==> src/hw/rtl/trcd_pkg.sv <==
// trcd_pkg: shared types, codes and constants of the descriptor ring
// word formats of the request and result channels and the front-to-back command
// no dependencies
package trcd_pkg;

    localparam int MAX_DEPTH   = 64;
    localparam int CHUNK_SHIFT = 28;
    localparam int QUEUE_DEPTH = 2;

    localparam int OP_W      = 2;
    localparam int ADDR_W    = 64;
    localparam int SIZE_W    = 40;
    localparam int HANDLE_W  = 32;
    localparam int OPC_W     = 8;
    localparam int STATUS_W  = 3;
    localparam int DEPTH_W   = 7;
    localparam int IDX_W     = 6;
    localparam int LEN_W     = 29;
    localparam int CHUNKS_W  = SIZE_W - CHUNK_SHIFT + 1;
    localparam int QPTR_W    = $clog2(QUEUE_DEPTH);
    localparam int QCNT_W    = $clog2(QUEUE_DEPTH + 1);
    localparam int PADDR_W   = 3;
    localparam int PDATA_W   = 32;

    localparam logic [DEPTH_W-1:0] MIN_DEPTH_V = DEPTH_W'(2);
    localparam logic [DEPTH_W-1:0] MAX_DEPTH_V = DEPTH_W'(MAX_DEPTH);
    localparam logic [DEPTH_W-1:0] RESET_DEPTH = DEPTH_W'(64);
    localparam logic [LEN_W-1:0]   CHUNK_LEN   = LEN_W'(1) << CHUNK_SHIFT;
    localparam logic [ADDR_W-1:0]  CHUNK_STEP  = ADDR_W'(1) << CHUNK_SHIFT;

    localparam logic [OP_W-1:0] OP_POST     = 2'd0;
    localparam logic [OP_W-1:0] OP_COMPLETE = 2'd1;
    localparam logic [OP_W-1:0] OP_RELEASE  = 2'd2;
    localparam logic [OP_W-1:0] OP_NONE     = 2'd3;

    localparam logic [STATUS_W-1:0] ST_OK       = 3'd0;
    localparam logic [STATUS_W-1:0] ST_TOO_MANY = 3'd1;
    localparam logic [STATUS_W-1:0] ST_BUSY     = 3'd2;
    localparam logic [STATUS_W-1:0] ST_FAILED   = 3'd3;
    localparam logic [STATUS_W-1:0] ST_EMPTY    = 3'd4;

    localparam logic [PADDR_W-1:0] REG_RING_DEPTH = 3'd0;

    typedef struct packed {
        logic [OP_W-1:0]     operation;
        logic [ADDR_W-1:0]   source_address;
        logic [ADDR_W-1:0]   dest_address;
        logic [SIZE_W-1:0]   transfer_size;
        logic [HANDLE_W-1:0] source_segment;
        logic [HANDLE_W-1:0] dest_segment;
        logic [HANDLE_W-1:0] target_handle;
        logic [OPC_W-1:0]    transfer_opcode;
        logic                completion_ok;
    } req_word_t;

    typedef struct packed {
        logic [STATUS_W-1:0] status;
        logic [DEPTH_W-1:0]  chunk_count;
        logic [IDX_W-1:0]    slot_index;
        logic [ADDR_W-1:0]   chunk_source;
        logic [ADDR_W-1:0]   chunk_dest;
        logic [LEN_W-1:0]    chunk_length;
        logic [HANDLE_W-1:0] out_source_segment;
        logic [HANDLE_W-1:0] out_dest_segment;
        logic [HANDLE_W-1:0] out_target_handle;
        logic [OPC_W-1:0]    out_opcode;
        logic                last;
    } rsp_word_t;

    typedef struct packed {
        logic [STATUS_W-1:0] status;
        logic [DEPTH_W-1:0]  chunk_count;
        logic [DEPTH_W-1:0]  remaining;
        logic [DEPTH_W-1:0]  depth;
        logic [IDX_W-1:0]    slot;
        logic [ADDR_W-1:0]   source;
        logic [ADDR_W-1:0]   dest;
        logic [LEN_W-1:0]    last_len;
        logic [HANDLE_W-1:0] source_segment;
        logic [HANDLE_W-1:0] dest_segment;
        logic [HANDLE_W-1:0] target_handle;
        logic [OPC_W-1:0]    opcode;
    } cmd_t;

endpackage

==> src/hw/rtl/trcd_front.sv <==
// trcd_front: accepts request words, keeps ring indices and depth register
// classifies each word and turns all but OP_NONE words into back-end commands; depends on trcd_pkg
module trcd_front
    import trcd_pkg::*;
(
    input  logic                 clk,
    input  logic                 rst_n,
    input  logic                 req_valid,
    output logic                 req_stall,
    input  req_word_t            req_word,
    input  logic                 psel,
    input  logic                 penable,
    input  logic                 pwrite,
    input  logic [PADDR_W-1:0]   paddr,
    input  logic [PDATA_W-1:0]   pwdata,
    output logic [PDATA_W-1:0]   prdata,
    output logic                 pready,
    input  logic                 q_full,
    output logic                 q_push,
    output cmd_t                 q_cmd
);

    logic [DEPTH_W-1:0]  ring_depth_reg;
    logic [IDX_W-1:0]    post_index_reg, post_index_next;
    logic [IDX_W-1:0]    ack_index_reg, ack_index_next;
    logic [DEPTH_W-1:0]  depth_eff;
    logic [DEPTH_W-1:0]  occ;
    logic [DEPTH_W-1:0]  free_slots;
    logic [CHUNKS_W-1:0] chunks;
    logic [DEPTH_W-1:0]  post_sum;
    logic [DEPTH_W-1:0]  ack_inc;
    logic                accept;
    logic                cfg_write;

    assign pready    = 1'b1;
    assign cfg_write = psel && penable && pwrite && paddr[PADDR_W-1:2] == REG_RING_DEPTH[PADDR_W-1:2];
    assign prdata    = (paddr[PADDR_W-1:2] == REG_RING_DEPTH[PADDR_W-1:2])
                       ? PDATA_W'(ring_depth_reg) : '0;

    assign req_stall = q_full;
    assign accept    = req_valid && !req_stall;
    assign q_push    = accept && req_word.operation != OP_NONE;

    always_comb
    begin
        if (ring_depth_reg < MIN_DEPTH_V)
            depth_eff = MIN_DEPTH_V;
        else if (ring_depth_reg > MAX_DEPTH_V)
            depth_eff = MAX_DEPTH_V;
        else
            depth_eff = ring_depth_reg;
    end

    always_comb
    begin
        if (post_index_reg >= ack_index_reg)
            occ = {1'b0, post_index_reg} - {1'b0, ack_index_reg};
        else
            occ = {1'b0, post_index_reg} + depth_eff - {1'b0, ack_index_reg};
    end

    assign free_slots = depth_eff - occ - DEPTH_W'(1);
    assign chunks     = CHUNKS_W'(req_word.transfer_size[SIZE_W-1:CHUNK_SHIFT])
                        + CHUNKS_W'(|req_word.transfer_size[CHUNK_SHIFT-1:0]);
    assign post_sum   = {1'b0, post_index_reg} + chunks[DEPTH_W-1:0];
    assign ack_inc    = {1'b0, ack_index_reg} + DEPTH_W'(1);

    always_comb
    begin
        q_cmd           = '0;
        q_cmd.depth     = depth_eff;
        q_cmd.remaining = DEPTH_W'(1);
        q_cmd.status    = ST_OK;
        post_index_next = post_index_reg;
        ack_index_next  = ack_index_reg;
        case (req_word.operation)
            OP_POST:
            begin
                if (chunks > CHUNKS_W'(depth_eff))
                    q_cmd.status = ST_TOO_MANY;
                else if (chunks > CHUNKS_W'(free_slots))
                    q_cmd.status = ST_BUSY;
                else if (chunks != '0)
                begin
                    q_cmd.chunk_count    = chunks[DEPTH_W-1:0];
                    q_cmd.remaining      = chunks[DEPTH_W-1:0];
                    q_cmd.slot           = post_index_reg;
                    q_cmd.source         = req_word.source_address;
                    q_cmd.dest           = req_word.dest_address;
                    q_cmd.last_len       = (req_word.transfer_size[CHUNK_SHIFT-1:0] == '0)
                                           ? CHUNK_LEN
                                           : LEN_W'(req_word.transfer_size[CHUNK_SHIFT-1:0]);
                    q_cmd.source_segment = req_word.source_segment;
                    q_cmd.dest_segment   = req_word.dest_segment;
                    q_cmd.target_handle  = req_word.target_handle;
                    q_cmd.opcode         = req_word.transfer_opcode;
                    post_index_next      = (post_sum >= depth_eff)
                                           ? IDX_W'(post_sum - depth_eff)
                                           : post_sum[IDX_W-1:0];
                end
            end
            OP_COMPLETE:
            begin
                if (occ == '0)
                    q_cmd.status = ST_EMPTY;
                else
                begin
                    q_cmd.status   = req_word.completion_ok ? ST_OK : ST_FAILED;
                    q_cmd.slot     = ack_index_reg;
                    ack_index_next = (ack_inc == depth_eff) ? '0 : ack_inc[IDX_W-1:0];
                end
            end
            OP_RELEASE:
            begin
                post_index_next = '0;
                ack_index_next  = '0;
            end
            default:
            begin
                q_cmd.status = ST_OK;
            end
        endcase
    end

    always_ff @(posedge clk or negedge rst_n)
    begin
        if (!rst_n)
        begin
            ring_depth_reg <= RESET_DEPTH;
            post_index_reg <= '0;
            ack_index_reg  <= '0;
        end
        else if (cfg_write)
        begin
            ring_depth_reg <= pwdata[DEPTH_W-1:0];
            post_index_reg <= '0;
            ack_index_reg  <= '0;
        end
        else if (accept)
        begin
            post_index_reg <= post_index_next;
            ack_index_reg  <= ack_index_next;
        end
    end

    // indices stay inside the ring in use
    a_idx_in_ring: assert property (@(posedge clk) disable iff (!rst_n)
        ({1'b0, post_index_reg} < depth_eff) && ({1'b0, ack_index_reg} < depth_eff))
        else $error("ring index beyond depth");

    a_cfg_clears: assert property (@(posedge clk) disable iff (!rst_n)
        cfg_write |=> (post_index_reg == '0) && (ack_index_reg == '0))
        else $error("depth write did not clear indices");

endmodule

==> src/hw/rtl/trcd_queue.sv <==
// trcd_queue: short command queue between front and back end
// register array with read and write pointers; depends on trcd_pkg
module trcd_queue
    import trcd_pkg::*;
(
    input  logic clk,
    input  logic rst_n,
    input  logic push,
    input  cmd_t push_cmd,
    output logic full,
    input  logic pop,
    output logic avail,
    output cmd_t pop_cmd
);

    cmd_t              mem_reg [QUEUE_DEPTH];
    logic [QPTR_W-1:0] wr_ptr_reg, wr_ptr_next;
    logic [QPTR_W-1:0] rd_ptr_reg, rd_ptr_next;
    logic [QCNT_W-1:0] count_reg, count_next;
    logic              do_push, do_pop;

    assign full    = count_reg == QCNT_W'(QUEUE_DEPTH);
    assign avail   = count_reg != '0;
    assign do_push = push && !full;
    assign do_pop  = pop && avail;
    assign pop_cmd = mem_reg[rd_ptr_reg];

    always_comb
    begin
        wr_ptr_next = wr_ptr_reg;
        rd_ptr_next = rd_ptr_reg;
        count_next  = count_reg;
        if (do_push)
            wr_ptr_next = (wr_ptr_reg == QPTR_W'(QUEUE_DEPTH - 1)) ? '0 : wr_ptr_reg + QPTR_W'(1);
        if (do_pop)
            rd_ptr_next = (rd_ptr_reg == QPTR_W'(QUEUE_DEPTH - 1)) ? '0 : rd_ptr_reg + QPTR_W'(1);
        if (do_push && !do_pop)
            count_next = count_reg + QCNT_W'(1);
        else if (do_pop && !do_push)
            count_next = count_reg - QCNT_W'(1);
    end

    always_ff @(posedge clk or negedge rst_n)
    begin
        if (!rst_n)
        begin
            wr_ptr_reg <= '0;
            rd_ptr_reg <= '0;
            count_reg  <= '0;
        end
        else
        begin
            wr_ptr_reg <= wr_ptr_next;
            rd_ptr_reg <= rd_ptr_next;
            count_reg  <= count_next;
        end
    end

    always_ff @(posedge clk)
    begin
        if (do_push)
            mem_reg[wr_ptr_reg] <= push_cmd;
    end

    a_no_overflow: assert property (@(posedge clk) disable iff (!rst_n)
        count_reg <= QCNT_W'(QUEUE_DEPTH))
        else $error("command queue overflow");

endmodule

==> src/hw/rtl/trcd_back.sv <==
// trcd_back: expands queued commands into result words, one per unstalled cycle
// walks slots and chunk addresses, holds the output register; depends on trcd_pkg
module trcd_back
    import trcd_pkg::*;
(
    input  logic      clk,
    input  logic      rst_n,
    input  logic      q_avail,
    input  cmd_t      q_cmd,
    output logic      q_pop,
    output logic      rsp_valid,
    input  logic      rsp_stall,
    output rsp_word_t rsp_word
);

    logic             active_reg;
    cmd_t             cmd_reg;
    logic             rsp_valid_reg;
    rsp_word_t        rsp_reg;
    logic             emit;
    logic             final_chunk;
    logic [DEPTH_W-1:0] slot_inc;
    rsp_word_t        rsp_next;

    assign q_pop       = q_avail && !active_reg;
    assign emit        = active_reg && (!rsp_valid_reg || !rsp_stall);
    assign final_chunk = cmd_reg.remaining == DEPTH_W'(1);
    assign slot_inc    = {1'b0, cmd_reg.slot} + DEPTH_W'(1);
    assign rsp_valid   = rsp_valid_reg;
    assign rsp_word    = rsp_reg;

    always_comb
    begin
        rsp_next.status             = cmd_reg.status;
        rsp_next.chunk_count        = cmd_reg.chunk_count;
        rsp_next.slot_index         = cmd_reg.slot;
        rsp_next.chunk_source       = cmd_reg.source;
        rsp_next.chunk_dest         = cmd_reg.dest;
        rsp_next.chunk_length       = final_chunk ? cmd_reg.last_len : CHUNK_LEN;
        rsp_next.out_source_segment = cmd_reg.source_segment;
        rsp_next.out_dest_segment   = cmd_reg.dest_segment;
        rsp_next.out_target_handle  = cmd_reg.target_handle;
        rsp_next.out_opcode         = cmd_reg.opcode;
        rsp_next.last               = final_chunk;
    end

    always_ff @(posedge clk or negedge rst_n)
    begin
        if (!rst_n)
        begin
            active_reg    <= 1'b0;
            rsp_valid_reg <= 1'b0;
        end
        else
        begin
            if (q_pop)
                active_reg <= 1'b1;
            else if (emit && final_chunk)
                active_reg <= 1'b0;
            if (emit)
                rsp_valid_reg <= 1'b1;
            else if (!rsp_stall)
                rsp_valid_reg <= 1'b0;
        end
    end

    always_ff @(posedge clk)
    begin
        if (q_pop)
            cmd_reg <= q_cmd;
        else if (emit)
        begin
            cmd_reg.remaining <= cmd_reg.remaining - DEPTH_W'(1);
            cmd_reg.slot      <= (slot_inc == cmd_reg.depth) ? '0 : slot_inc[IDX_W-1:0];
            cmd_reg.source    <= cmd_reg.source + CHUNK_STEP;
            cmd_reg.dest      <= cmd_reg.dest + CHUNK_STEP;
        end
        if (emit)
            rsp_reg <= rsp_next;
    end

    a_active_has_work: assert property (@(posedge clk) disable iff (!rst_n)
        active_reg |-> cmd_reg.remaining != '0)
        else $error("active command with no chunks left");

    // a burst runs without gaps once its word is taken
    a_burst_continues: assert property (@(posedge clk) disable iff (!rst_n)
        (rsp_valid_reg && !rsp_reg.last && !rsp_stall) |=> rsp_valid_reg)
        else $error("gap inside descriptor burst");

endmodule

==> src/hw/rtl/transfer_chunking_descriptor_ring_top.sv <==
// transfer_chunking_descriptor_ring_top: descriptor ring with transfer splitting
// ties front end, command queue and back end; depends on trcd_pkg and trcd_* modules
//
//   channel   direction  handshake                     payload
//   req       in         req_valid / req_stall         req_word (req_word_t)
//   rsp       out        rsp_valid / rsp_stall         rsp_word (rsp_word_t)
//   apb       in/out     psel, penable, pwrite, pready paddr, pwdata, prdata
//
// front end takes one request word a cycle while the two-entry command queue has room
// back end loads a command into its register, then emits one result word per cycle
// unless rsp_stall holds the output; it pops the next command only after the last word
// an OP_NONE word is dropped by the front end in its accept cycle
// reset clears both ring indices and sets the depth register to 64
// rsp_stall holds the output register; the queue then fills and raises req_stall
module transfer_chunking_descriptor_ring_top
    import trcd_pkg::*;
(
    input  logic               clk,
    input  logic               rst_n,
    input  logic               req_valid,
    output logic               req_stall,
    input  req_word_t          req_word,
    output logic               rsp_valid,
    input  logic               rsp_stall,
    output rsp_word_t          rsp_word,
    input  logic               psel,
    input  logic               penable,
    input  logic               pwrite,
    input  logic [PADDR_W-1:0] paddr,
    input  logic [PDATA_W-1:0] pwdata,
    output logic [PDATA_W-1:0] prdata,
    output logic               pready
);

    logic q_full;
    logic q_push;
    cmd_t push_cmd;
    logic q_pop;
    logic q_avail;
    cmd_t pop_cmd;

    trcd_front u_front (
        .clk       (clk),
        .rst_n     (rst_n),
        .req_valid (req_valid),
        .req_stall (req_stall),
        .req_word  (req_word),
        .psel      (psel),
        .penable   (penable),
        .pwrite    (pwrite),
        .paddr     (paddr),
        .pwdata    (pwdata),
        .prdata    (prdata),
        .pready    (pready),
        .q_full    (q_full),
        .q_push    (q_push),
        .q_cmd     (push_cmd)
    );

    trcd_queue u_queue (
        .clk      (clk),
        .rst_n    (rst_n),
        .push     (q_push),
        .push_cmd (push_cmd),
        .full     (q_full),
        .pop      (q_pop),
        .avail    (q_avail),
        .pop_cmd  (pop_cmd)
    );

    trcd_back u_back (
        .clk       (clk),
        .rst_n     (rst_n),
        .q_avail   (q_avail),
        .q_cmd     (pop_cmd),
        .q_pop     (q_pop),
        .rsp_valid (rsp_valid),
        .rsp_stall (rsp_stall),
        .rsp_word  (rsp_word)
    );

endmodule

==> config.mk <==
export PLATFORM = sky130hd
export DESIGN_NAME = transfer_chunking_descriptor_ring_top
export DESIGN_NICKNAME = d
export VERILOG_FILES = /design/src/hw/rtl/trcd_pkg.sv /design/src/hw/rtl/trcd_front.sv /design/src/hw/rtl/trcd_queue.sv /design/src/hw/rtl/trcd_back.sv /design/src/hw/rtl/transfer_chunking_descriptor_ring_top.sv
export SDC_FILE = /design/constraint.sdc
export NUM_CORES = 1
export LEC_CHECK = 0
export ABC_CLOCK_PERIOD_IN_PS = 58600
export BUFFER_PORTS_ARGS = -buffer_cell sky130_fd_sc_hd__buf_4
export CORE_MARGIN = 5
export CORE_UTILIZATION = 57
export CTS_BUF_LIST = sky130_fd_sc_hd__clkbuf_8
export CTS_CLUSTER_SIZE = 28
export DETAILED_ROUTE_END_ITERATION = 8
export PLACE_DENSITY = 0.79
export REMOVE_ABC_BUFFERS = 1
export SYNTH_ARGS = -nofsm -noshare
export SYNTH_HDL_FRONTEND = slang
export SYNTH_SLANG_ARGS = --single-unit
==> constraint.sdc <==
create_clock -name clk -period 58.6 [get_ports clk]
set_input_delay 8.79 -clock clk [delete_from_list [all_inputs] [get_ports clk]]
set_output_delay 8.79 -clock clk [all_outputs]
set_load 0.02 [all_outputs]
==> results.txt, run 1 <==
clk slew on worst S/H paths - 0.06 ns
IO Port Bufs - 576
post-route ant nets - 0
slowest CP cell - buf_4
Slew Limit Fails - 0
Tightest Hold Check Type - reg -> reg
max_slew headroom - 25.31%
final worst-path cycle share - 30.78%
total power - 2.103 mW
hold path cells - 0
multi-input logic area - 10,240 µm²
status - completed
full die area - 86,130 µm²
worst endpoint required time - 49.81 ns
leakage - 20.08 nW
detailed-route DRC error count - 0
Synth Area in Compound Gates - 3.603%
worst reg2reg startpoint - u_front.ring_depth_reg[3]
Crit. Startpoint - paddr[2]
height of the die - 293.5 µm
actual slew at the worst max-slew pin - 1.120 ns
layout cell share with drive strength beyond 1 - 28.24%
maximum vdd drop - 0.03651 mV
Max Freq - 55.44 MHz
Post-Syn Area - 45,810 µm²
reported max-cap violation count - 0
Mapped Cells - 2,734
Hold Crit Start - u_back.cmd_reg[156]
CP dominant cell by count - buf_4
simple-gate share of the synthesized area - 8.246%
most used flip-flop cell after synthesis - edfxtp_1
Clock Sinks - 1,164
adder-cell share of the synthesized area - 2.021%
Yosys warning total - 0
clk_skew - 0.05068 ns
clock root buffer - clkbuf_8
crit path cell chain - buf_4 -> nor2b_1 -> buf_4
RD Place Congestion - 0.8955
kind of critical path - in -> out
global-route wire length before repair - 155.3 mm
Final Core Density - 68.18%
library cells used by synthesis - 66
estimated wirelength of the detail-placed design - 67.10 mm
most common cell after layout, fill and taps aside - edfxtp_1
final hold vios - 0
vias per cell - 5.524
# resized after CTS - 0
CP max stage delay - 0.16 ns
synthesized flop and latch total - 1,164
pin count of the biggest net entering global routing - 130
Synth async-reset ratio - 2.148%
post-synthesis mux area share - 5.813%
RSZ-0062 raised after global routing - no
syn avg cell area - 16.75 µm²
vias in the first global route - 26,804
FILL cells - 5,232
Worst setup EP type - output pin
1st-iter DRT viols - 1,758
fin crit period - 18.04 ns
maximum root-to-sink buffer count - 3
layout net count - 3,797
CTS tree - done
storage element area - 34,830 µm²
Crit path arrival time - 9.25 ns
reg2reg path depth - 23
Synth Area in XOR/XNOR - 2.420%
WL per Instance - 22.38 µm
CORE AREA - 80,160 µm²
total grt overflow - 0
initial antenna violation count - 14
row count - 104
largest fanout on the critical path - 9
most frequent cells in the layout - edfxtp_1 (1,139), buf_4 (602), and2_1 (295), clkbuf_8 (181), mux2_2 (152)
Power Dens Cells - 38.48 nW/µm²
number of synthesized flops with an enable pin - 1,139
setup tns final - 0 ns
number of CTS-inserted buffers - 181
CTS H-Tree Depth - 4
Setup violations, final - 0
total length of routed wires - 103.6 mm
Seq/Total Area, Yosys - 76.04%
max reg flops - 570
combinational family with the most area after synthesis - simple AND/OR/NAND/NOR gates
Synth-to-Final Area Change - 19.32%
CTS Hold Buffers Added - 0
Clk Latency, worst-skew pair - 0.84 ns
setup repair bufs after CTS - 0
GRT Util Overall - 23.57%
Setup crit start kind - input pin
Initial Util - 57.15%
DR pass1 iterations - 7
IO Count - 630
Die X - 293.5 µm
Vias - 25,570
-- stage by stage --
stage | area [µm²] | instances | setup WS (ns) | hold WS, ns
floorplan | 45290 | 2626 | 29.16 | 0.4003
CTS | 54630 | 4619 | 40.57 | 0.3980
detailed placement | 51190 | 4289 | 40.58 | 0.4045
global route | 54650 | 4629 | 40.55 | 0.4164
finish | 54650 | 4629 | 40.56 | 0.4012
global placement | 51190 | 4289 | 40.62 | 0.4007
-- layout make-up --
type / count / area share (%)
antenna: 10 / 0.04579
clock buffer: 181 / 4.558
clock inverter: 149 / 1.742
inverter: 63 / 0.4464
multi-input combinational: 1399 / 18.74
sequential: 1164 / 63.73
tap: 1060 / 2.427
timing repair buffer: 603 / 8.305
-- metal layers --
layer | vias to the layer above | global-route usage, % | part of all wire (%)
li1 | 11554 | - | -
met1 | 12753 | 29.15 | 37
met2 | 1028 | 40.91 | 52
met3 | 227 | 5.042 | 7.0
met4 | 8 | 9.502 | 3.5
met5 | - | 0 | 0.041
-- synth_stat cells, types with 53 or more instances --
cell,n,area (µm²)
nand2_1,79,296.5
a21oi_1,80,400.4
xor2_1,73,639.4
a211oi_1,53,397.9
inv_1,62,232.7
nor2b_1,56,350.3
edfxtp_1,1139,34200
ha_1,58,725.7
clkbuf_1,84,315.3
and2_1,297,1858
nor2_1,112,420.4
mux2_2,152,1712
mux2i_1,95,950.9
-- worst max-delay path: cells and delay by family --
| kind | cells | cell delay [ns] |
|---|---|---|
| buffers and inverters | 2 | 0.30 |
| AND/OR/NAND/NOR | 1 | 0.15 |
-- cells by family after synthesis --
group                      Yosys count
DFF                               1164
and+or+nand+nor                    685
AOI/OAI and AO/OA                  248
muxes                              247
buffers and inverters              195
xor gates and xnor gates           125
adders and majority gates           68
other                                2
-- worst paths after layout --
| kind | endpoint | slack (ns) |
|---|---|---|
| worst max-delay path | prdata[1] | 40.56 |
| worst min-delay path | u_back.rsp_word[157] | 0.40 |
| worst max register to register | u_queue.mem_reg[0][220] | 51.64 |
| worst min register to register | u_back.rsp_word[157] | 0.40 |
| max in group asynchronous | u_front.ring_depth_reg[6] | 50.43 |
| min in group asynchronous | u_back.active_reg | 7.87 |
-- where the power goes --
part	leakage, nW	internal, mW	switching [mW]	total, mW
registers	11.0	1.03	0.0379	1.07
clock network	1.95	0.329	0.314	0.643
logic	7.11	0.161	0.232	0.393
Power figures use the tool's default switching activity.
==> run 2: changes to the inputs <==
- ABC_CLOCK_PERIOD_IN_PS: 58600 -> 18750
- clock period: 58.6 -> 18.75 ns (I/O delays scaled with it)
==> run 2 against run 1 <==
  * Critical path depth grew 13
  * Die area is the same
  * Largest power group unchanged
  * Critical path type is now in -> reg
  * Combinational power grew to 3.1 times the previous value
  * Highest routed layer is now met4
==> results.txt, run 2 (same netlist as run 1, synthesis figures left out) <==
status - completed (unchanged)
CTS Hold Buffers Added - 0 (unchanged)
worst endpoint required time - 19.37 ns (was 49.81 ns)
most common cell after layout, fill and taps aside - edfxtp_1 (unchanged)
# resized after CTS - 0 (unchanged)
full die area - 86,130 µm² (unchanged)
clk_skew - 0.05699 ns (was 0.05068 ns)
reg2reg path depth - 21 (was 23)
Slew Limit Fails - 0 (unchanged)
reported max-cap violation count - 0 (unchanged)
detailed-route DRC error count - 0 (unchanged)
Clk Latency, worst-skew pair - 0.82 ns (was 0.84 ns)
Worst setup EP type - register (was output pin)
CORE AREA - 80,160 µm² (unchanged)
number of CTS-inserted buffers - 180 (was 181)
layout cell share with drive strength beyond 1 - 28.07% (was 28.24%)
row count - 104 (unchanged)
Setup violations, final - 0 (unchanged)
Crit path arrival time - 8.04 ns (was 9.25 ns)
max reg flops - 570 (unchanged)
RSZ-0062 raised after global routing - no (unchanged)
IO Port Bufs - 576 (unchanged)
clock root buffer - clkbuf_8 (unchanged)
pin count of the biggest net entering global routing - 171 (was 130)
Setup crit start kind - input pin (unchanged)
setup repair bufs after CTS - 0 (unchanged)
Clock power frac - 30.1% (was 30.6%)
final worst-path cycle share - 39.58%
Hold Path End - u_back.rsp_word[42] (was u_back.rsp_word[157])
maximum vdd drop - 0.09085 mV (was 0.03651 mV)
CP max stage delay - 0.70 ns (was 0.16 ns)
vias per cell - 5.496 (was 5.524)
total length of routed wires - 103.0 mm (was 103.6 mm)
FILL cells - 5,261 (was 5,232)
WL per Instance - 22.31 µm (was 22.38 µm)
Power Dens Cells - 119.4 nW/µm² (was 38.48 nW/µm²)
fin crit period - 7.422 ns
leakage - 20.04 nW (was 20.08 nW)
CP delay by family, top - simple AND/OR/NAND/NOR gates (was buffers and inverters)
vias in the first global route - 26,600 (was 26,804)
NetSw - 1.804 mW (was 0.5839 mW)
Sequential Power Share - 51.1% (was 50.7%)
Clock Sinks - 1,164 (unchanged)
clk slew on worst S/H paths - 0.06 ns (about the same)
Tightest Hold Check Type - reg -> reg (unchanged)
most frequent cells in the layout - edfxtp_1 (1,139), buf_4 (600), and2_1 (295), clkbuf_8 (183), mux2_2 (152) (was edfxtp_1 (1,139), buf_4 (602), and2_1 (295), clkbuf_8 (181), mux2_2 (152))
Initial Util - 57.15% (unchanged)
IO Count - 630 (unchanged)
initial antenna violation count - 11 (was 14)
1st-iter DRT viols - 1,711 (was 1,758)
hold path cells - 0 (unchanged)
max_slew headroom - 12.73% (was 25.31%)
CTS tree - done (unchanged)
cell area after layout - 54,570 µm² (was 54,650 µm²)
sw frac - 27.68% (was 27.76%)
crit path cell chain - buf_4 -> nor4_1 -> and4_1 -> nand4_1 -> ha_1 -> ha_1 -> xor2_1 -> ha_1 -> o21a_1 -> o21a_1 -> o21ai_0 -> a21oi_1 -> nor4_2 -> buf_4 -> buf_4 -> and2_1 (was buf_4 -> nor2b_1 -> buf_4)
maximum root-to-sink buffer count - 3 (unchanged)
Die X - 293.5 µm (unchanged)
total power - 6.517 mW (was 2.103 mW)
layout net count - 3,795 (was 3,797)
worst reg2reg startpoint - u_front.ring_depth_reg[3] (unchanged)
Hold Crit Start - u_back.cmd_reg[41] (was u_back.cmd_reg[156])
kind of critical path - in -> reg (was in -> out)
r2r endpoint - u_queue.mem_reg[1][14] (was u_queue.mem_reg[0][220])
register-to-register setup slack - 11.76 ns (was 51.64 ns)
slowest CP cell - buf_4 (unchanged)
DP Area - 51,190 µm² (about the same)
combinational fraction of design power - 18.9% (was 18.7%)
Max Freq - 134.7 MHz
CP Buf/Inv Count - 3 (was 2)
post-route ant nets - 0 (unchanged)
height of the die - 293.5 µm (unchanged)
DR pass1 iterations - 5 (was 7)
global-route wire length before repair - 154.6 mm (was 155.3 mm)
estimated wirelength of the detail-placed design - 66.87 mm (was 67.10 mm)
actual slew at the worst max-slew pin - 1.309 ns (was 1.120 ns)
Synth-to-Final Area Change - 19.13% (was 19.32%)
Vias - 25,381 (was 25,570)
total grt overflow - 0 (unchanged)
Power Internal - 4.712 mW (was 1.519 mW)
CTS H-Tree Depth - 4 (unchanged)
final hold vios - 0 (unchanged)
GRT Util Overall - 23.43% (was 23.57%)
RD Place Congestion - 0.8828 (was 0.8955)
largest fanout on the critical path - 80 (was 9)
==> run 2: cell types whose count changed in the layout (fill, tap and decap cells not counted), moves of 2 or more <==
cell / previous run / this run
bufinv_16: 8 / 5
inv_12: 4 / 6
inv_8: 5 / 2
clkinv_2: 22 / 15
clkinv_1: 51 / 44
inv_6: 2 / 0
buf_4: 602 / 600
clkbuf_8: 181 / 183
inv_1: 113 / 118
==> run 2: how the worst max path moves through the flow <==
stage                       start  cells past startpoint                      end
finish              req_word[106]                     16   u_queue.mem_reg[1][14]
detailed placement  req_word[106]                     16   u_queue.mem_reg[1][14]
global route        req_word[106]                     16   u_queue.mem_reg[1][14]
floorplan               req_valid                      2    u_queue.mem_reg[0][0]
CTS                 req_word[106]                     16   u_queue.mem_reg[1][14]
global placement    req_word[106]                     16  u_queue.mem_reg[0][239]
==> run 2: cell type report <==
| class | instances | area (µm²) | share of cell area [%] |
|---|---|---|---|
| Sequential cell | 1164 | 34830 | 63.83 |
| Multi-Input combinational cell | 1399 | 10240 | 18.77 |
| Inverter | 63 | 244.0 | 0.4471 |
| Clock buffer | 183 | 2519 | 4.616 |
| Antenna cell | 10 | 25.02 | 0.04586 |
| Timing Repair Buffer | 602 | 4544 | 8.328 |
| Clock inverter | 137 | 833.3 | 1.527 |
| Tap cell | 1060 | 1326 | 2.430 |
==> run 2: worst register-to-register path: cells and delay by family, from the launching register on <==
family | cells | cell delay (ns)
compound gates | 6 | 1.10
xor+xnor | 2 | 0.38
fa+ha+maj | 4 | 1.65
buf+inv | 2 | 1.49
flops | 1 | 0.47
mux | 1 | 0.14
simple gates | 6 | 1.57
==> run 2: power groups by stage <==
stage | sequential [mW] | combinational (mW) | clock, mW
after global routing | 3.35 | 1.34 | 2.15
after CTS | 3.33 | 1.24 | 2.01
after floorplan | 3.57 | 0.877 | 0
after global placement | 3.36 | 1.20 | 0
final | 3.33 | 1.23 | 1.96
after detailed placement | 3.38 | 1.23 | 0
==> run 2: metal layers <==
layer  share of wire (%)  vias to the layer above  wire length, µm  global-route usage (%)
met5                   0                        -                0                       0
met4                 3.7                        0             3776                   9.629
met3                 6.3                      219             6482                   4.875
met2                  53                      908            54480                   41.36
met1                  37                    12716            38290                   28.34
li1                    -                    11538                -                       -
==> run 2: stage by stage <==
stage / utilization (%) / setup TNS (ns) / setup slack (ns) / cells / hold WS, ns
6_report: 68.08 / 0 / 11.33 / 4618 / 0.3915
3_3_place_gp: 63.86 / 0 / 10.65 / 4288 / 0.4006
5_1_grt: 68.07 / 0 / 11.07 / 4616 / 0.4151
2_1_floorplan: - / -1357.49 / -4.716 / 2626 / 0.4003
3_5_place_dp: 63.86 / 0 / 10.52 / 4288 / 0.4045
4_1_cts: 68.05 / 0 / 11.35 / 4608 / 0.3891
